`src/hdl/dpb_pkg.sv`:
```
`timescale 1ns / 1ps
// ----------------------------------------------------------------------------
// dpb_pkg
// Shared widths, register indexes, reset values and the configuration
// structure of the depth pixel back-projection block.
// ----------------------------------------------------------------------------
package dpb_pkg;

    localparam int DPB_COORD_BITS = 12;
    localparam int DPB_FIFO_DEPTH = 4;

    localparam int DEPTH_W    = 16;
    localparam int COLOR_W    = 8;
    localparam int WIDTH_W    = 13;
    localparam int CENTER_W   = 20;
    localparam int INV_W      = 24;
    localparam int OUT_W      = 28;
    localparam int FRAC_SH    = 28;
    localparam int PIX_W      = DEPTH_W + 3 * COLOR_W;
    localparam int S_TDATA_W  = PIX_W;
    localparam int M_TDATA_W  = 2 * OUT_W + DEPTH_W + 3 * COLOR_W;
    localparam int CFG_IDX_W  = 3;
    localparam int CFG_DATA_W = 24;

    localparam logic [CFG_IDX_W-1:0] CFG_IMAGE_WIDTH = 3'd0;
    localparam logic [CFG_IDX_W-1:0] CFG_CENTER_X    = 3'd1;
    localparam logic [CFG_IDX_W-1:0] CFG_CENTER_Y    = 3'd2;
    localparam logic [CFG_IDX_W-1:0] CFG_INV_FOCAL_X = 3'd3;
    localparam logic [CFG_IDX_W-1:0] CFG_INV_FOCAL_Y = 3'd4;
    localparam logic [CFG_IDX_W-1:0] CFG_DEPTH_LIMIT = 3'd5;

    localparam logic [WIDTH_W-1:0]  RST_IMAGE_WIDTH = 13'd640;
    localparam logic [CENTER_W-1:0] RST_CENTER_X    = 20'd81701;
    localparam logic [CENTER_W-1:0] RST_CENTER_Y    = 20'd61736;
    localparam logic [INV_W-1:0]    RST_INV_FOCAL_X = 24'd44040;
    localparam logic [INV_W-1:0]    RST_INV_FOCAL_Y = 24'd44040;
    localparam logic [DEPTH_W-1:0]  RST_DEPTH_LIMIT = 16'd1000;

    typedef struct packed {
        logic [WIDTH_W-1:0]  image_width;
        logic [CENTER_W-1:0] center_x_q8;
        logic [CENTER_W-1:0] center_y_q8;
        logic [INV_W-1:0]    inv_focal_x_q24;
        logic [INV_W-1:0]    inv_focal_y_q24;
        logic [DEPTH_W-1:0]  depth_limit;
    } cfg_t;

endpackage

```
`src/hdl/dpb_fifo.sv`:
```
`timescale 1ns / 1ps
// ----------------------------------------------------------------------------
// dpb_fifo
// Short show-ahead queue between the front and the back part.
// ----------------------------------------------------------------------------
module dpb_fifo #(
    parameter int DATA_W = 2 * dpb_pkg::DPB_COORD_BITS + dpb_pkg::PIX_W,
    parameter int DEPTH  = dpb_pkg::DPB_FIFO_DEPTH
) (
    input  logic              aclk,
    input  logic              aresetn,
    input  logic              push,
    input  logic [DATA_W-1:0] push_data,
    input  logic              pop,
    output logic [DATA_W-1:0] pop_data,
    output logic              full,
    output logic              empty
);
    import dpb_pkg::*;

    // DEPTH must be a power of two so the pointers wrap on their own; the block does not check it.
    localparam int PTR_W = (DEPTH > 1) ? $clog2(DEPTH) : 1;
    localparam int CNT_W = PTR_W + 1;

    logic [DATA_W-1:0] mem [DEPTH];
    logic [PTR_W-1:0]  wr_ptr_reg, rd_ptr_reg;
    logic [CNT_W-1:0]  count_reg, count_next;

    assign full     = count_reg == CNT_W'(DEPTH);
    assign empty    = count_reg == '0;
    assign pop_data = mem[rd_ptr_reg];

    always_comb begin
        count_next = count_reg;
        if (push && !pop) begin
            count_next = count_reg + 1'b1;
        end else if (pop && !push) begin
            count_next = count_reg - 1'b1;
        end
    end

    always_ff @(posedge aclk) begin
        if (push) begin
            mem[wr_ptr_reg] <= push_data;
        end
    end

    always_ff @(posedge aclk) begin
        if (!aresetn) begin
            wr_ptr_reg <= '0;
            rd_ptr_reg <= '0;
            count_reg  <= '0;
        end else begin
            if (push) begin
                wr_ptr_reg <= wr_ptr_reg + 1'b1;
            end
            if (pop) begin
                rd_ptr_reg <= rd_ptr_reg + 1'b1;
            end
            count_reg <= count_next;
        end
    end

    a_no_push_full : assert property (@(posedge aclk) disable iff (!aresetn)
        full |-> !push)
        else $error("queue pushed while full");

    a_no_pop_empty : assert property (@(posedge aclk) disable iff (!aresetn)
        empty |-> !pop)
        else $error("queue popped while empty");

    a_count_up : assert property (@(posedge aclk) disable iff (!aresetn)
        (push && !pop) |=> count_reg == $past(count_reg) + 1'b1)
        else $error("queue fill count lost a push");

endmodule

```
`config.mk`:
```
export PLATFORM = sky130hd
export DESIGN_NAME = dpb_fifo
export DESIGN_NICKNAME = d
export VERILOG_FILES = /design/src/hdl/dpb_pkg.sv /design/src/hdl/dpb_fifo.sv
export SDC_FILE = /design/constraint.sdc
export NUM_CORES = 1
export LEC_CHECK = 0
export BUFFER_PORTS_ARGS = -buffer_cell sky130_fd_sc_hd__buf_4
export CAP_MARGIN = 20
export CORE_MARGIN = 2
export CORE_UTILIZATION = 60
export DETAILED_ROUTE_END_ITERATION = 10
export GPL_TIMING_DRIVEN = 0
export PLACE_DENSITY = 0.85
export SYNTH_ARGS = -nofsm -noshare
export SYNTH_HDL_FRONTEND = slang
export SYNTH_SLANG_ARGS = --single-unit
```
`constraint.sdc`:
```
create_clock -name aclk -period 6.95 [get_ports aclk]
set_input_delay 0.3475 -clock aclk [delete_from_list [all_inputs] [get_ports aclk]]
set_output_delay 0.3475 -clock aclk [all_outputs]
set_load 0.01 [all_outputs]
```
# After elaboration in Yosys (flattened, before gate mapping)
# Memory sizes are Yosys's and may differ from the RTL's. A register that Yosys moved wholly into a read port is not among the register bits.
# Index checks and enable logic that the tools add are counted.
[totals]
out_inout_bits = 66
ff_bits = 7
memories = 1
wordCells = 21
ramBits = 256
[mem_list]
columns = ["memory", "depth", "word_bits", "rd", "rd_ports_with_merged_regs", "wr", "line", "rtl"]
rows = [
  ["mem", 4, 64, 1, 1, 1, "dpb_fifo.sv:25", "logic [DATA_W-1:0] mem [DEPTH];"],
]
[op_classes]
add_sub_neg = 4
n_reduce_logical = 6
n_eq_ne = 1
n_mux = 6
[op_table]
columns = ["cell", "n"]
rows = [
  ["$mux 3", 2],
  ["$add 2x1->2 const B", 2],
  ["$mux 2", 2],
  ["$add 3x1->3 const B", 1],
  ["$eq 3x3->1 const B", 1],
  ["$logic_not 3->1", 1],
  ["$sub 3x1->3 const B", 1],
  ["$logic_and 1x1->1", 2],
  ["$logic_not 1->1", 2],
  ["$mux 1", 2],
  ["$reduce_bool 2->1", 1],
]

# Longest topological paths before layout
# Gate-level depths: netlist (run 1).
[depth]
ltp_word = 4
mapped_depth = 7
ltp_nobuf = 7

# Least setup slack after synthesis (run 1)
# Ideal clock, no wire load.
[synth_path]
kind = "register to register"
from = "register wr_ptr_reg[0]"
to = "memory mem[0][0] (netlist bit) (enable)"
t_required_ps = 6521
arrival_ps = 2046
slack_ps = 4475
path_stages_with_launch = 4
path_cell_list = "dfxtp_1 -> inv_1 -> ha_1 -> and2_1"
[synth_lines]
columns = ["item", "line", "rtl"]
rows = [
  ["start: declaration", "dpb_fifo.sv:26", "logic [PTR_W-1:0] wr_ptr_reg, rd_ptr_reg;"],
  ["start signal: assignment", "dpb_fifo.sv:55", "wr_ptr_reg <= wr_ptr_reg + 1'b1;"],
  ["end: declaration", "dpb_fifo.sv:25", ""],
]
# No word-level cell before the write port.

==> flow_metrics.env, run 1 <==
export IMPL_outcome="completed"
export IMPL_grt_pass1_vias=4715
export IMPL_cts_hold_buf=0
export IMPL_drive_gt1_share_pct=44.7
export IMPL_reg2reg_depth=4
export IMPL_htreeDepth=1
export IMPL_yosysTopAreaCellShare_pct=78.8
export IMPL_worstMarginPinSlew_ps=401
export IMPL_ys_ff_latch=265
export IMPL_globalplace_congestion=0.729
export IMPL_drtIter0Drc=304
export IMPL_power_density_nw_per_um2=303
export IMPL_min_path_type="input port to flop"
export IMPL_skew_ps=15.6
export IMPL_grt_pass1_wl_mm=27.1
export IMPL_netlist_area_um2=9760
export IMPL_synth_cell_types=22
export IMPL_reg2reg_to="mem[2][54]$_DFFE_PP_"
export IMPL_grt_setup_unrepaired="false"
export IMPL_antenna_found_initial=0
export IMPL_numCtsBuffers=26
export IMPL_synthFlopType="edfxtp_1"
export IMPL_cts_resized=0
export IMPL_final_period_utilization_pct=33.4
export IMPL_yosys_warnings=0
export IMPL_port_buffers=133
export IMPL_maxCapViolations=0
export IMPL_synth_edf_count=256
export IMPL_yosys_top_cells_count="256 x edfxtp_1, 60 x mux4_2, 9 x and2_1, 9 x dfxtp_1"
export IMPL_synthesis_nets=451
export IMPL_drv_slew=0
export IMPL_worstSetupPathType="flop to output pin"
export IMPL_clk_path_buf_depth=3
export IMPL_die_h_um=132
export IMPL_fillers=877
export IMPL_period_minus_slack_ps=2320
export IMPL_cts_tree="done"
export IMPL_route_detailed_drc=0
export IMPL_core_um2=15900
export IMPL_diodes=0
export IMPL_drt_total_wl_mm=17.4
export IMPL_grt_overflow=0
export IMPL_clock_sinks=265
export IMPL_synth_seq_area_share_pct=80.6
export IMPL_yosysMostFrequentCell="edfxtp_1"
export IMPL_crit_path_end_kind="output pin"
export IMPL_fin_setup_tns_ps=0
export IMPL_grt_max_degree=43
export IMPL_first_pass_iters=5
export IMPL_post_place_ws_ps=5030
export IMPL_yosysTopAreaCell="edfxtp_1"
export IMPL_vias=4409
export IMPL_dp_hpwl_mm=10.4
export IMPL_setup_slack_ps=4630
export IMPL_synthCells=377
export IMPL_required_ps=6600
export IMPL_slew_headroom_pct=73.3
export IMPL_avgViaCountPerCell=5.67
export IMPL_post_cts_setup_buffer_count=0
export IMPL_synthArstFlopShare_pct=0
export IMPL_path_clk_slew_ps=60
export IMPL_start_util_pct=61.4
export IMPL_worstPathMaxFanout=10
export IMPL_worstSetupEndpoint="pop_data[20]"
export IMPL_largest_register_ffs=256
export IMPL_final_instance_count_excl_fill=777
export IMPL_clk_latency_ps=520
export IMPL_layout_nets=616
export IMPL_track_usage_pct=20.5
export IMPL_synthTopCellsByArea="edfxtp_1 79%, mux4_2 14%, dfxtp_1 1.8%"
export IMPL_wl_per_cell_um=22.4
export IMPL_worst_ep_arrival_time_ps=1980
export IMPL_chipWidth_um=132
export IMPL_syn2layout_area_growth_pct=22.9
export IMPL_hold_slack_ps=25.7
export IMPL_num_rows=46
export IMPL_max_freq_mhz=431
export IMPL_hold_violations=0
export IMPL_min_from="push_data[60]"
export IMPL_r2r_start="wr_ptr_reg[0]$_SDFFE_PN0P_"
export IMPL_power_leakage_nw=4.12
export IMPL_syn_avg_cell_area_um2=25.9
export IMPL_ioPinCount=134
export IMPL_die_area_um2=17300
export IMPL_clockRootBuffer="clkbuf_16"
export IMPL_ant_nets=0
export IMPL_dp_cells=730
export IMPL_irDropWorstVdd_v=0.000247
export IMPL_setup_violations=0
export IMPL_start_kind="flop"
export IMPL_reg2reg_slack_ps=5300
[area by class of cell]
type	count	area (µm²)	area share, %
Sequential cell	265	7870	65.6
Multi-Input combinational cell	94	1720	14.3
Timing Repair Buffer	137	1110	9.24
Clock buffer	35	716	5.97
Tap cell	216	270	2.25
Buffer	14	166	1.39
Clock inverter	12	133	1.11
Inverter	4	15.0	0.125
[per-layer routing]
| layer | track usage [%] | part of all wire (%) | vias up |
|---|---|---|---|
| met5 | 0 | 0 | - |
| met4 | 4.83 | 1.9 | 0 |
| met3 | 5.67 | 7.2 | 27 |
| met2 | 34.7 | 51 | 163 |
| met1 | 27.0 | 40 | 2290 |
| li1 | - | - | 1929 |
[cell families (layout without fill, tap and decap cells)]
family,count (synthesis),in the layout,share of synthesized area (%)
flip-flops,265,265,80.6
multiplexers,66,66,15.1
buffers and inverters,18,202,1.86
AND/OR/NAND/NOR,15,15,0.936
adder cells (fa/ha/maj),6,6,0.846
XOR/XNOR,5,5,0.449
AO/OA/AOI/OAI,2,2,0.128
[stage by stage]
step                      cell area [µm²]  power, mW  utilization [%]
after floorplan                      9760       2.10                -
after global placement              11000       2.27             69.4
after detailed placement            11100       2.30             70.2
after CTS                           12000       3.67             75.5
after global routing                12000       3.75             75.5
final                               12000       3.64             75.5
[worst min path at each step]
stage                                           end  cells after the start
after detailed placement  count_reg[2]$_SDFFE_PN0P_                      2
after floorplan                 mem[0][0]$_DFFE_PP_                      0
after global placement    count_reg[2]$_SDFFE_PN0P_                      2
after CTS                      mem[2][60]$_DFFE_PP_                      1
final                          mem[0][60]$_DFFE_PP_                      1
after global routing           mem[3][33]$_DFFE_PP_                      1
[power by group]
group,switching [mW],internal (mW)
logic,0.189,0.215
clock network,0.546,0.830
registers,0.0214,1.83
[cells in the final DEF, fill, tap and decap left out, types with 2 or more instances in the layout]
| cell type | synthesis | layout |
|---|---|---|
| mux4_2 | 60 | 60 |
| nor2b_1 | 2 | 2 |
| inv_1 | 4 | 4 |
| mux2i_1 | 2 | 2 |
| buf_16 | 0 | 4 |
| dfxtp_1 | 9 | 9 |
| clkinv_2 | 0 | 4 |
| clkinv_1 | 0 | 4 |
| clkbuf_16 | 0 | 27 |
| ha_1 | 5 | 5 |
| mux4_1 | 4 | 4 |
| buf_4 | 0 | 133 |
| bufinv_16 | 0 | 3 |
| buf_2 | 6 | 6 |
| xor2_1 | 3 | 3 |
| and2_4 | 0 | 4 |
| clkbuf_1 | 0 | 7 |
| buf_12 | 6 | 6 |
| edfxtp_1 | 256 | 256 |
| and2_1 | 9 | 5 |
| xnor2_1 | 2 | 2 |
[critical path: stages, from the launching register on]
cell and delay (ps):
dfxtp_1 320, clkbuf_2 250, buf_2 330, mux4_2 380, buf_4 170
Power figures use the tool's default switching activity.
==> inputs of run 2 (changes only) <==
- ABC_AREA: default -> 1
- CORE_UTILIZATION: 60 -> 57
- PLACE_DENSITY: 0.85 -> 0.81
- clock period: 6.95 -> 2.2 ns (I/O delays scaled with it)
==> run 2 against run 1 <==
Net effect: die area up 7.1%; register-to-register slack got worse by 5200 ps; via count up 48%; clock skew shrank 4.4 ps; flip-flop and latch count stayed put; total power increased to 3.0 times the previous value; synthesized cell count increased by 80%; critical path type unchanged; highest routed layer unchanged.
==> flow_metrics.env, run 2 <==
export IMPL_outcome="completed"
export IMPL_clock_sinks=265
export IMPL_drt_total_wl_mm=22.5
export IMPL_finalPower_mw=11.0
export IMPL_dp_hpwl_mm=12.7
export IMPL_post_place_ws_ps=71.6
export IMPL_synthTopCellsByArea="edfxtp_1 77%, nor2_1 5.0%, o22ai_1 4.0%"
export IMPL_num_rows=48
export IMPL_post_cts_setup_buffer_count=0
export IMPL_clockRootBuffer="clkbuf_16"
export IMPL_slowest_delay_ps=440
export IMPL_netlist_area_um2=9940
export IMPL_slew_headroom_pct=43.9
export IMPL_final_instance_count_excl_fill=1151
export IMPL_irDropWorstVdd_v=0.000726
export IMPL_worst_ep_arrival_time_ps=1980
export IMPL_worstPathMaxFanout=10
export IMPL_synth_seq_area_share_pct=79.1
export IMPL_drv_slew=0
export IMPL_grt_overflow=0
export IMPL_worstSetupPathType="flop to output pin"
export IMPL_globalplace_congestion=0.766
export IMPL_setup_slack_ps=105
export IMPL_yosysMostFrequentCell="edfxtp_1"
export IMPL_yosys_top_cells_count="256 x edfxtp_1, 133 x nor2_1, 78 x o21ai_0"
export IMPL_route_detailed_drc=0
export IMPL_clk_latency_ps=510
export IMPL_yosysTopAreaCell="edfxtp_1"
export IMPL_synthArstFlopShare_pct=0
export IMPL_synthesis_nets=751
export IMPL_layout_nets=985
export IMPL_setup_violations=0
export IMPL_first_pass_iters=5
export IMPL_track_usage_pct=23.9
export IMPL_yosys_warnings=0
export IMPL_critPathSlowestCell="clkbuf_1"
export IMPL_crit_path_end_kind="output pin"
export IMPL_period_minus_slack_ps=2090
export IMPL_numCtsBuffers=25
export IMPL_crit_chain="clkinv_1 -> clkbuf_1 -> o21ai_1 -> o22ai_1 -> buf_4"
export IMPL_htreeDepth=1
export IMPL_max_freq_mhz=477
export IMPL_start_kind="flop"
export IMPL_power_density_nw_per_um2=863
export IMPL_drive_gt1_share_pct=22.8
export IMPL_skew_ps=11.2
export IMPL_fin_setup_tns_ps=0
export IMPL_ant_nets=0
export IMPL_vias=6525
export IMPL_syn2layout_area_growth_pct=28.3
export IMPL_synthFlopType="edfxtp_1"
export IMPL_largest_register_ffs=256
export IMPL_grt_max_degree=65
export IMPL_avgViaCountPerCell=5.67
export IMPL_synth_edf_count=256
export IMPL_placed_area_um2=11300
export IMPL_antenna_found_initial=1
export IMPL_port_buffers=133
export IMPL_worstMarginPinSlew_ps=837
export IMPL_final_cell_mix="256 x edfxtp_1, 136 x buf_4, 133 x nor2_1"
export IMPL_fin_area_um2=12800
export IMPL_final_common_cell="edfxtp_1"
export IMPL_path_clk_slew_ps=70
export IMPL_maxCapViolations=0
export IMPL_min_path_type="input port to flop"
export IMPL_fillers=1026
export IMPL_grt_pass1_wl_mm=33.7
export IMPL_diodes=0
export IMPL_cts_tree="done"
export IMPL_grt_pass1_vias=6461
export IMPL_core_um2=17200
export IMPL_synthCells=677
export IMPL_final_period_utilization_pct=95.2
export IMPL_drtIter0Drc=569
export IMPL_wl_per_cell_um=19.6
export IMPL_chipWidth_um=136
export IMPL_required_ps=2090
export IMPL_hold_violations=0
export IMPL_dp_cells=1040
export IMPL_final_core_util_pct=74.3
export IMPL_synth_cell_types=21
export IMPL_die_h_um=136
export IMPL_hold_slack_ps=351
export IMPL_clk_path_buf_depth=3
export IMPL_yosysTopAreaCellShare_pct=77.3
export IMPL_start_util_pct=57.9
export IMPL_power_leakage_nw=4.59
export IMPL_ys_ff_latch=265
export IMPL_ioPinCount=134
export IMPL_syn_avg_cell_area_um2=14.7
export IMPL_grt_setup_unrepaired="false"
export IMPL_die_area_um2=18500
-- run 2: cell count changes in the layout (fill, tap and decap cells not counted), sizes merged, moves of 3 or more --
| cell | delta |
|---|---|
| o21ai | +133 |
| dlygate4sd3 | +67 |
| inv | +9 |
| o22ai | +64 |
| buf | +12 |
| clkinvlp | +4 |
| mux4 | -64 |
| a21oi | +4 |
| xor2 | -3 |
| nor2 | +133 |
| and2 | -9 |
| clkbuf | +14 |
| nand2 | +8 |
-- run 2: path summary, 6_finish.rpt --
path                                endpoint  depth (start not counted)                  startpoint  slack, ps
setup / recovery                pop_data[48]                          5                        flop        110
hold / removal          mem[1][41]$_DFFE_PP_                          2               push_data[41]        350
setup reg to reg        mem[1][18]$_DFFE_PP_                          4  wr_ptr_reg[1]$_SDFFE_PN0P_        140
hold reg to reg   rd_ptr_reg[1]$_SDFFE_PN0P_                          1  rd_ptr_reg[1]$_SDFFE_PN0P_        460
-- run 2: routing by layer --
layer / up-vias / GRT usage [%] / part of all wire [%]
met4: 0 / 6.31 / 1.3
li1: 3006 / - / -
met3: 25 / 3.69 / 7.2
met1: 3214 / 31.7 / 40
met5: - / 0 / 0
met2: 280 / 41.7 / 51
-- run 2: power by group --
| group | internal (mW) | switching (mW) | total (mW) | leakage, nW |
|---|---|---|---|---|
| clock network | 2.19 | 1.66 | 3.86 | 0.354 |
| logic | 0.587 | 0.750 | 1.34 | 1.81 |
| registers | 5.76 | 0.0572 | 5.82 | 2.43 |
-- run 2: repair_timing --
item                                    in CTS  in global routing
hold endpoints to repair                   265                  0
resized for setup                            0                 18
hold buffers                                67                  0
endpoints found under the setup margin       0                 95
-- run 2: final cells by class --
cell class | count | area [µm²] | share of cell area [%]
Sequential cell | 265 | 7870 | 61.7
Timing Repair Buffer | 205 | 1780 | 13.9
Multi-Input combinational cell | 354 | 1730 | 13.5
Clock buffer | 33 | 656 | 5.14
Buffer | 41 | 294 | 2.30
Tap cell | 225 | 282 | 2.21
Inverter | 17 | 80.1 | 0.628
Clock inverter | 9 | 65.1 | 0.510
Timing Repair inverter | 2 | 10.0 | 0.0785
-- run 2: worst max-delay path: cells and delay by family, from the launching register on --
family	cells	cell delay (ps)
buffers and inverters	3	820
flip-flops	1	310
AO/OA/AOI/OAI	2	350
-- run 2: cell families after synthesis --
logic type | share of synthesized area (%)
compound gates | 11.0
buf+inv | 3.51
fa+ha+maj | 0.830
simple gates | 5.57
flops | 79.1
