--- src/hdl/dpb_pkg.sv ---
`timescale 1ns / 1ps
// ----------------------------------------------------------------------------
// dpb_pkg
// Shared widths, register indexes, reset values and the configuration
// structure of the depth pixel back-projection block.
// ----------------------------------------------------------------------------
package dpb_pkg;

    localparam int DPB_COORD_BITS = 12;
    localparam int DPB_FIFO_DEPTH = 4;

    localparam int DEPTH_W    = 16;
    localparam int COLOR_W    = 8;
    localparam int WIDTH_W    = 13;
    localparam int CENTER_W   = 20;
    localparam int INV_W      = 24;
    localparam int OUT_W      = 28;
    localparam int FRAC_SH    = 28;
    localparam int PIX_W      = DEPTH_W + 3 * COLOR_W;
    localparam int S_TDATA_W  = PIX_W;
    localparam int M_TDATA_W  = 2 * OUT_W + DEPTH_W + 3 * COLOR_W;
    localparam int CFG_IDX_W  = 3;
    localparam int CFG_DATA_W = 24;

    localparam logic [CFG_IDX_W-1:0] CFG_IMAGE_WIDTH = 3'd0;
    localparam logic [CFG_IDX_W-1:0] CFG_CENTER_X    = 3'd1;
    localparam logic [CFG_IDX_W-1:0] CFG_CENTER_Y    = 3'd2;
    localparam logic [CFG_IDX_W-1:0] CFG_INV_FOCAL_X = 3'd3;
    localparam logic [CFG_IDX_W-1:0] CFG_INV_FOCAL_Y = 3'd4;
    localparam logic [CFG_IDX_W-1:0] CFG_DEPTH_LIMIT = 3'd5;

    localparam logic [WIDTH_W-1:0]  RST_IMAGE_WIDTH = 13'd640;
    localparam logic [CENTER_W-1:0] RST_CENTER_X    = 20'd81701;
    localparam logic [CENTER_W-1:0] RST_CENTER_Y    = 20'd61736;
    localparam logic [INV_W-1:0]    RST_INV_FOCAL_X = 24'd44040;
    localparam logic [INV_W-1:0]    RST_INV_FOCAL_Y = 24'd44040;
    localparam logic [DEPTH_W-1:0]  RST_DEPTH_LIMIT = 16'd1000;

    typedef struct packed {
        logic [WIDTH_W-1:0]  image_width;
        logic [CENTER_W-1:0] center_x_q8;
        logic [CENTER_W-1:0] center_y_q8;
        logic [INV_W-1:0]    inv_focal_x_q24;
        logic [INV_W-1:0]    inv_focal_y_q24;
        logic [DEPTH_W-1:0]  depth_limit;
    } cfg_t;

endpackage

--- src/hdl/dpb_front.sv ---
`timescale 1ns / 1ps
// ----------------------------------------------------------------------------
// dpb_front
// Accepts pixel items, tracks row and column, drops pixels with no usable
// depth and pushes the rest with their coordinates into the queue.
// ----------------------------------------------------------------------------
module dpb_front #(
    parameter int COORD_BITS = dpb_pkg::DPB_COORD_BITS,
    parameter int ENTRY_W    = 2 * dpb_pkg::DPB_COORD_BITS + dpb_pkg::PIX_W
) (
    input  logic                          aclk,
    input  logic                          aresetn,
    input  logic                          s_tvalid,
    output logic                          s_tready,
    input  logic [dpb_pkg::S_TDATA_W-1:0] s_tdata,
    input  logic [0:0]                    s_tuser,
    input  dpb_pkg::cfg_t                 cfg,
    input  logic                          fifo_full,
    output logic                          push,
    output logic [ENTRY_W-1:0]            push_data
);
    import dpb_pkg::*;

    localparam int CMP_W = (COORD_BITS + 1 > WIDTH_W) ? COORD_BITS + 1 : WIDTH_W;
    localparam logic [CMP_W-1:0] SPAN = {{(CMP_W-1){1'b0}}, 1'b1} << COORD_BITS;

    logic [COORD_BITS-1:0] col_reg, col_next;
    logic [COORD_BITS-1:0] row_reg, row_next;
    logic [COORD_BITS-1:0] col, row;
    logic [CMP_W-1:0]      width_ext, width_eff, col_inc;
    logic [DEPTH_W-1:0]    depth;
    logic                  accept, keep, wrap;

    assign s_tready  = !fifo_full;
    assign accept    = s_tvalid && s_tready;
    assign depth     = s_tdata[DEPTH_W-1:0];

    // A start-of-frame item is itself row 0, column 0.
    assign col = s_tuser[0] ? '0 : col_reg;
    assign row = s_tuser[0] ? '0 : row_reg;

    // A width of zero or one beyond the counter range acts as the full range.
    assign width_ext = CMP_W'(cfg.image_width);
    assign width_eff = (width_ext == '0 || width_ext > SPAN) ? SPAN : width_ext;
    assign col_inc   = CMP_W'(col) + CMP_W'(1);
    assign wrap      = col_inc >= width_eff;
    assign col_next  = wrap ? '0 : col_inc[COORD_BITS-1:0];
    assign row_next  = wrap ? row + 1'b1 : row;

    assign keep      = (depth != '0) && (depth < cfg.depth_limit);
    assign push      = accept && keep;
    assign push_data = {row, col, s_tdata};

    always_ff @(posedge aclk) begin
        if (!aresetn) begin
            col_reg <= '0;
            row_reg <= '0;
        end else if (accept) begin
            col_reg <= col_next;
            row_reg <= row_next;
        end
    end

endmodule

--- config.mk ---
export PLATFORM = sky130hd
export DESIGN_NAME = dpb_front
export DESIGN_NICKNAME = d
export VERILOG_FILES = /design/src/hdl/dpb_pkg.sv /design/src/hdl/dpb_front.sv
export SDC_FILE = /design/constraint.sdc
export NUM_CORES = 1
export LEC_CHECK = 0
export BUFFER_PORTS_ARGS = -buffer_cell sky130_fd_sc_hd__buf_2
export CAP_MARGIN = 20
export CORE_ASPECT_RATIO = 1.25
export CORE_MARGIN = 2
export CORE_UTILIZATION = 35
export CTS_CLUSTER_DIAMETER = 50
export DETAILED_ROUTE_END_ITERATION = 16
export GPL_TIMING_DRIVEN = 0
export PLACE_DENSITY = 0.78
export SLEW_MARGIN = 5
export SYNTH_ARGS = -nofsm -noshare
export SYNTH_HDL_FRONTEND = slang
export SYNTH_SLANG_ARGS = --single-unit
--- constraint.sdc ---
create_clock -name aclk -period 3.45 [get_ports aclk]
set_clock_uncertainty 0.1 [all_clocks]
set_input_delay 0.5175 -clock aclk [delete_from_list [all_inputs] [get_ports aclk]]
set_output_delay 0.5175 -clock aclk [all_outputs]
set_load 0.02 [all_outputs]
# Word-level counts from Yosys, hierarchy flattened

Cells that the tools add are included.
W data, S select, Z words.

Add/subtract/negate cells: 2
Multipliers: 0
Divide/modulo/power cells: 0
$lt $le $gt $ge: 3
Equality and inequality tests: 0
Shift operators: 0
Muxes and demuxes: 5
Bitwise gates (word level): 0
Reductions and logical operators: 7

Operators by type and width:

| operator                | count |
|---|---|
| $mux W12                | 4 |
| $lt A16 B16 Y1          | 1 |
| $reduce_bool A16 Y1     | 1 |
| $add A12 B1 Y13 const B | 1 |
| $ge A13 B13 Y1          | 1 |
| $gt A13 B13 Y1 const B  | 1 |
| $logic_not A13 Y1       | 1 |
| $mux W13                | 1 |
| $add A12 B1 Y12 const B | 1 |
| $logic_and A1 B1 Y1     | 3 |
| $logic_not A1 Y1        | 1 |
| $logic_or A1 B1 Y1      | 1 |

Flip-flop bits (word level): 24
Latch bits: 0
Memory bits (writable): 0
Bits in read-only memories: 0
Input bits: 162
Output and inout bits: 66
Memories: 0

# Depth between registers and ports, before layout

Gate-level depths: netlist of run 1.

Word-level depth: 5
Depth in mapped cells: 18
Mapped depth without buffers: 13

# Worst setup path before layout of run 1

OpenSTA, ideal clock, no wires.

Kind: input port to flip-flop
Start: input port s_tuser
End: register col_reg[1]
Setup time: 0.070 ns
Arrival: 3.740 ns
Required time: 3.280 ns
Slack: -0.460 ns
Stages on the path: 18
Cell sequence: buf_2 > buf_1 > clkbuf_1 > nor2b_1 > ha_1 > nand4_1 > nor2_1 > and3_1 > xor2_1 > ha_1 > nand4_1 > inv_1 > a21oi_1 > o31a_1 > buf_4 > buf_4 > nand3_1 > a21oi_1

Cells in the longest elaborated chain, start to end: 4

Ends and longest elaborated chain:

| what                 | RTL line        | source |
|---|---|---|
| from (decl)          | dpb_front.sv:16 | `input logic [0:0] s_tuser,` |
| $mux W12 (*)         | dpb_front.sv:39 | `assign col = s_tuser[0] ? '0 : col_reg;` |
| via push_data[41]    | dpb_front.sv:20 | `output logic [ENTRY_W-1:0] push_data` |
| $add A12 B1 Y13 (*)  | dpb_front.sv:45 | `assign col_inc = CMP_W'(col) + CMP_W'(1);` |
| $ge A13 B13 Y1       | dpb_front.sv:46 | `assign wrap = col_inc >= width_eff;` |
| $mux W12 (*)         | dpb_front.sv:47 | `assign col_next = wrap ? '0 : col_inc[COORD_BITS-1:0];` |
| to (signal assigned) | dpb_front.sv:59 | `col_reg <= col_next;` |
| to (decl)            | dpb_front.sv:27 | `logic [COORD_BITS-1:0] col_reg, col_next;` |

Mark *: on every way through the listed nets, which the timed path passes. The rest lies on a longest branch.
A chain may end at the register's enable or synchronous reset.

# Worst setup path in the final report of run 1

Start: input port s_tuser
End: register row_reg[6]

Cells in the longest elaborated chain, start to end: 4
Elaborated cells on any way between the ends: 6

Ends and longest elaborated chain:

| what                 | RTL line        | source |
|---|---|---|
| $mux W12             | dpb_front.sv:39 |  |
| $add A12 B1 Y13      | dpb_front.sv:45 |  |
| $ge A13 B13 Y1       | dpb_front.sv:46 |  |
| $mux W12 (*)         | dpb_front.sv:48 | `assign row_next = wrap ? row + 1'b1 : row;` |
| to (signal assigned) | dpb_front.sv:60 | `row_reg <= row_next;` |
| to (decl)            | dpb_front.sv:28 | `logic [COORD_BITS-1:0] row_reg, row_next;` |

Every way passes the cells marked *; elsewhere a longest branch is shown, timed or not.

==> results of run 1 <==
per-stage QoR:
stage	utilization	TNS (ns)	total power, mW	hold slack (ns)
global route	0.4735	0	0.8027	0.4003
finish	0.4735	0	0.7654	0.3713
detailed placement	0.4592	-9.941	0.5231	0.3580
floorplan	-	0	0.4387	0.3359
CTS	0.4714	0	0.7682	0.3705
global placement	0.4592	-8.427	0.5173	0.3475
routing by layer:
layer  track usage  up-vias  wire length [um]
met1        0.1955     1269              2894
met3       0.01978       10               496
li1              -     1423                 -
met5             0        -                 0
met2        0.3312      121              3707
met4       0.04954        0                90
cells in the mapped netlist, drive strengths merged (4+ instances only):
cell and instances:
o21ai 9, a31oi 8, nor4 7, buf 46
nand3 23, nand4 11, nor2b 26, dfxtp 24
nand2b 12, a21oi 29, ha 30, a21o 5
and3 5, nor2 19, nand2 28, inv 22
a31o 4, xor2 7, clkbuf 8
kinds of logic (layout without fill, tap and decap cells):
family	count (synthesis)	count (layout)	synth area share
xor gates and xnor gates	10	10	0.03375
and+or+nand+nor	140	140	0.2883
AOI/OAI and AO/OA	68	68	0.1755
adders and majority gates	30	30	0.1446
buffers and inverters	76	196	0.1726
DFF	24	24	0.1851
power breakdown:
part           internal, mW  switching [mW]
Sequential            0.278         0.00117
Combinational         0.108           0.130
Clock                 0.155          0.0938
what timing repair did:
action | CTS | global route
buffers inserted | 1 | 2
endpoints found under the setup margin | 24 | 16
pin swaps | 1 | 4
gates resized for setup | 4 | 4
endpoints found under the hold margin | 0 | 0
area by class of cell:
cell class / instances / area, sq um / area share
Clock buffer: 3 / 41.29 / 0.01200
Tap cell: 92 / 115.1 / 0.03344
Inverter: 22 / 82.58 / 0.02399
Timing Repair Buffer: 118 / 604.3 / 0.1756
Buffer: 52 / 375.4 / 0.1091
Sequential cell: 24 / 480.5 / 0.1396
Multi-Input combinational cell: 248 / 1713 / 0.4976
Clock inverter: 1 / 30.03 / 0.008724
worst max-delay path: stages:
cell and delay, ns:
buf_6 0.15, buf_8 0.16, nor2b_4 0.13, ha_4 0.15, nand4_1 0.14, nor2_2 0.17
and3_4 0.21, xor2_2 0.08, ha_1 0.31, nand4_1 0.19, inv_1 0.12, a21oi_2 0.08
o31a_1 0.15, buf_4 0.15, or4_1 0.47, a31oi_1 0.17
worst min-delay path by stage:
stage                     slack, ns           to  depth (start not counted)        start
after floorplan                0.34  col_reg[11]                          2  col_reg[11]
after global placement         0.35   col_reg[9]                          2   col_reg[9]
after detailed placement       0.36   col_reg[9]                          2   col_reg[9]
after CTS                      0.37   col_reg[8]                          2   col_reg[8]
after global routing           0.40   col_reg[8]                          2   col_reg[8]
final                          0.37   col_reg[9]                          2   col_reg[9]
==> metrics.md, run 1 <==
| Metric | Value |
|---|---|
| Status | `completed` |
| Clk pin slew, worst setup/hold paths | `0.09 ns` |
| VDD IR max | `0.1452 mV` |
| Max-cap violations | `0` |
| Post-synth top flop | `dfxtp_1` |
| I/O pin count | `228` |
| Crit path launch type | `primary input` |
| Final-report setup violation count | `0` |
| Most frequent cells in the layout | `buf_2 (114), buf_4 (44), ha_1 (29), a21oi_1 (28), nand2_1 (27)` |
| Placed cell areas | `0.003338 sq mm` |
| Syn nets | `540` |
| Drt initial violations | `97` |
| Starting density of the core | `0.3570` |
| Clock Latency Late Sink | `0.28 ns` |
| Wirelength per Cell | `12.84 um` |
| Sequential fraction of the synthesis area | `0.1851` |
| F_max | `309.9 MHz` |
| Synth top area share | `0.1851` |
| Worst Tran Pin Value | `0.4970 ns` |
| Post-synth EDFFs | `0` |
| Area grow syn2layout | `32.64%` |
| Synthesized area | `0.002595 sq mm` |
| Die area | `0.008123 sq mm` |
| Post-CTS Hold Fix Bufs | `0` |
| Residual DRC count | `0` |
| Finished Cell Area | `0.003442 sq mm` |
| Pre-antenna DRT Iters | `4` |
| Pleak | `1.700 nW` |
| Initial antenna violation count | `0` |
| Top cells by area, synth | `dfxtp_1 (19%), ha_1 (14%), buf_4 (12%)` |
| Hold Vio Cnt, Final | `0` |
| CP Data Required Time | `3.56 ns` |
| Final ANT Viol Nets | `0` |
| Clock sink count | `24` |
| Critical-path maximum fanout | `20` |
| CTS buffer count | `3` |
| Root buf cell | `clkbuf_8` |
| Cell taking the most area after synthesis | `dfxtp_1` |
| Critical path capture point | `row_reg[6]` |
| Final wirelength | `7189 um` |
| Max-Slew Margin vs Limit | `0.6686` |
| Max Root-Sink Buffers | `2` |
| Chip height | `100.3 um` |
| H-tree levels | `1` |
| Critical path origin | `s_tuser` |
| Most common cell after layout, fill and taps aside | `buf_2` |
| Vias in the first global route | `2623` |
| Num rows | `35` |
| Avg Vias per Cell | `5.041` |
| Average cell area after synthesis | `7.457 sq um` |
| RR Startpoint | `col_reg[0]` |
| Max-slew violation count | `0` |
| CP Capture Type | `flip-flop` |
| PnR worst setup slack | `0.2230 ns` |
| Largest net degree at the start of global routing | `20` |
| Crit path DAT | `3.34 ns` |
| RSZ-0062 raised after global routing | `no` |
| RR Endpoint | `row_reg[6]` |
| Asr flop ratio synth | `0` |
| Power per cell area | `222.4 mW/mm^2` |
| Synthesized instance count | `348` |
| Global Route Usage Sum | `0.1728` |
| Final nets | `661` |
| Vias | `2823` |
| Dpl hpwl | `6111 um` |
| Placer Congestion | `0.8751` |
| PortBufs | `115` |
| Period minus WS final | `3.227 ns` |
| Share of layout cells above drive strength 1 | `0.3932` |
| Place WS | `-0.5108 ns` |
| Die width | `81.02 um` |
| Grt ovf | `0` |
| R2R depth | `14` |
| Ant diodes | `0` |
| Yosys cell types | `46` |
| Hold crit path type | `reg -> reg` |
| Critical path type | `in -> reg` |
| Flop2flop setup slack | `0.27 ns` |
| TritonCTS clock tree | `built` |
| Global-route wire length before repair | `11380 um` |
| YS warnings | `0` |
| Synthesized flop and latch total | `24` |
| Filler cells | `742` |
| Core Region | `0.007269 sq mm` |
| Final cell count without fillers | `560` |
| Final Cycle Share | `0.9354` |
| Placed cells | `555` |
(Power assumes the default switching activity.)
==> inputs of run 2 (changes only) <==
- SETUP_SLACK_MARGIN: not set -> 0.3
- SLEW_MARGIN: 5 -> not set
==> run 2 against run 1 <==
Clock power shrank 21%. Largest cell class unchanged. Design area grew 12%. Global-route usage grew 1.9 points. Register-to-register slack is essentially flat.
==> metrics.md, run 2 (synthesis gave the netlist of run 1 again) <==
| Metric | Value |
|---|---|
| I/O pin count | `228 (unchanged)` |
| Placer Congestion | `0.8780 (+0.33%)` |
| Root buf cell | `clkbuf_8` |
| Die width | `81.02 um (unchanged)` |
| Largest net degree at the start of global routing | `14 (-30%)` |
| WHS Path Cells | `2 (unchanged)` |
| Avg Vias per Cell | `5.245 (+4.0%)` |
| Flop2flop setup slack | `0.26 ns (about the same)` |
| Placed cells | `555 (unchanged)` |
| H-tree levels | `1 (unchanged)` |
| CP Data Required Time | `3.55 ns (about the same)` |
| Hold Vio Cnt, Final | `0 (unchanged)` |
| Final-report setup violation count | `0 (unchanged)` |
| Crit path launch type | `primary input` |
| Dpl hpwl | `6213 um (+1.7%)` |
| RR Startpoint | `col_reg[0]` |
| Setup_tns | `0 ns (unchanged)` |
| Share of layout cells above drive strength 1 | `0.4878 (+0.09464)` |
| F_max | `299.6 MHz (-3.3%)` |
| Worst Tran Pin Value | `0.6179 ns (+0.1209 ns)` |
| Die area | `0.008123 sq mm (unchanged)` |
| Chip height | `100.3 um (unchanged)` |
| Multi-input logic area | `0.001902 sq mm (+11%)` |
| Most common cell after layout, fill and taps aside | `buf_2` |
| Critical path type | `in -> reg` |
| CP Capture Type | `flip-flop` |
| Finished Cell Area | `0.003847 sq mm (+12%)` |
| RR Endpoint | `row_reg[8]` |
| Residual DRC count | `0 (unchanged)` |
| Max-slew violation count | `0 (unchanged)` |
| R2R depth | `14 (unchanged)` |
| Final nets | `685 (+3.6%)` |
| Max Root-Sink Buffers | `2 (unchanged)` |
| Max-cap violations | `0 (unchanged)` |
| Hold path start | `col_reg[9]` |
| Pre-antenna DRT Iters | `4 (unchanged)` |
| Ant diodes | `0 (unchanged)` |
| Clk pin slew, worst setup/hold paths | `0.09 ns (about the same)` |
| Status | `completed` |
| Max-Slew Margin vs Limit | `0.5881 (-0.08059)` |
| CTS buffer count | `3 (unchanged)` |
| Wirelength per Cell | `14.60 um (+14%)` |
| Starting density of the core | `0.3570 (unchanged)` |
| Grt ovf | `0 (unchanged)` |
| Pleak | `1.846 nW (+8.6%)` |
| Critical path origin | `s_tuser` |
| VDD IR max | `0.1286 mV (-11%)` |
| Final wirelength | `8524 um (+19%)` |
| Most frequent cells in the layout | `buf_2 (114), buf_4 (62), nand2_1 (27), ha_1 (27), dfxtp_1 (24)` |
| Core Util, Final | `0.5293 (+0.05577)` |
| Clock Latency Late Sink | `0.27 ns (about the same)` |
| RSZ-0062 raised after global routing | `yes` |
| Worst min-delay path endpoint | `col_reg[9]` |
| FF/Latch Area | `480.5 sq um (unchanged)` |
| Final ANT Viol Nets | `0 (unchanged)` |
| Period minus WS final | `3.338 ns (+0.1111 ns)` |
| Filler cells | `668 (-10%)` |
| Area grow syn2layout | `48.26%` |
| Final Cycle Share | `0.9676 (+0.03220)` |
| Drt initial violations | `92 (-5.2%)` |
| Crit path DAT | `3.44 ns (+0.10 ns)` |
| Critical-path maximum fanout | `7 (-65%)` |
| Num rows | `35 (unchanged)` |
| Final cell count without fillers | `584 (+4.3%)` |
| Hold crit path type | `reg -> reg` |
| Power per cell area | `192.3 mW/mm^2 (-14%)` |
| TritonCTS clock tree | `built` |
| Clock sink count | `24 (unchanged)` |
| Placed cell areas | `0.003356 sq mm (+0.52%)` |
| PortBufs | `115 (unchanged)` |
| Global-route wire length before repair | `12610 um (+11%)` |
| Vias in the first global route | `2794 (+6.5%)` |
| Core Region | `0.007269 sq mm (unchanged)` |
| Vias | `3063 (+8.5%)` |
| Global Route Usage Sum | `0.1923 (+0.01949)` |
| Initial antenna violation count | `0 (unchanged)` |
run 2: cell types whose count changed in the layout (fill, tap and decap cells not counted), moves of 3 or more:
cell	delta
buf_4	+18
a21oi_1	-12
nand3_2	+7
nand3_1	-7
o21ai_2	+3
a21oi_2	+11
run 2: routing by layer:
layer	track usage	up-vias	wire length (um)
met4	0.06128	0	151
met1	0.2184	1419	3299
met5	0	-	0
li1	-	1474	-
met3	0.02338	16	529
met2	0.3636	154	4544
run 2: worst max-delay path by stage:
| stage | slack (ns) | cells after the start | end |
|---|---|---|---|
| after CTS | 0.18 | 18 | row_reg[8] |
| final | 0.11 | 18 | row_reg[8] |
| after detailed placement | -0.44 | 19 | col_reg[7] |
| after global routing | -0.03 | 19 | col_reg[1] |
| after floorplan | 0.11 | 18 | col_reg[1] |
| after global placement | -0.32 | 19 | col_reg[1] |
run 2: area by class of cell:
class                      instances  area share
timing repair buffer             140      0.2039
inverter                          22     0.02146
tap                               92     0.02992
clock buffer                       4     0.01431
multi-input combinational        248      0.4943
buffer                            54      0.1112
sequential                        24      0.1249
run 2: per-stage QoR:
stage          setup slack, ns  hold slack (ns)  power (mW)
2_1_floorplan           0.1064           0.3403      0.4406
3_3_place_gp           -0.3154           0.3516      0.5197
3_5_place_dp           -0.4446           0.3665      0.5261
4_1_cts                 0.1837           0.3794      0.7283
5_1_grt               -0.03440           0.4168      0.7730
6_report                0.1119           0.3939      0.7399
run 2: report_power, final:
group	total (mW)	switching, mW	internal [mW]
registers	0.279	0.00140	0.278
clock network	0.197	0.0951	0.102
logic	0.263	0.143	0.121
total	0.740	0.239	0.501
run 2: worst max-delay path, cell delays in order:
cell and delay [ns]:
buf_8 0.10, buf_8 0.11, buf_12 0.12, clkbuf_16 0.14, nor2b_4 0.12, ha_4 0.16
nand4_1 0.12, nor2_2 0.17, and3_4 0.24, xor2_4 0.08, ha_4 0.31, nand4_1 0.12
buf_4 0.18, o31ai_4 0.40, buf_4 0.19, buf_6 0.11, nand4_1 0.08, a31oi_1 0.18
run 2: timing repair:
item | in CTS | in global routing
hold buffers | 0 | 0
buffers inserted | 17 | 6
pin swaps | 21 | 23
endpoints found under the setup margin | 24 | 24
resized for setup | 21 | 31
hold endpoints to repair | 0 | 0
gates cloned | 2 | 0
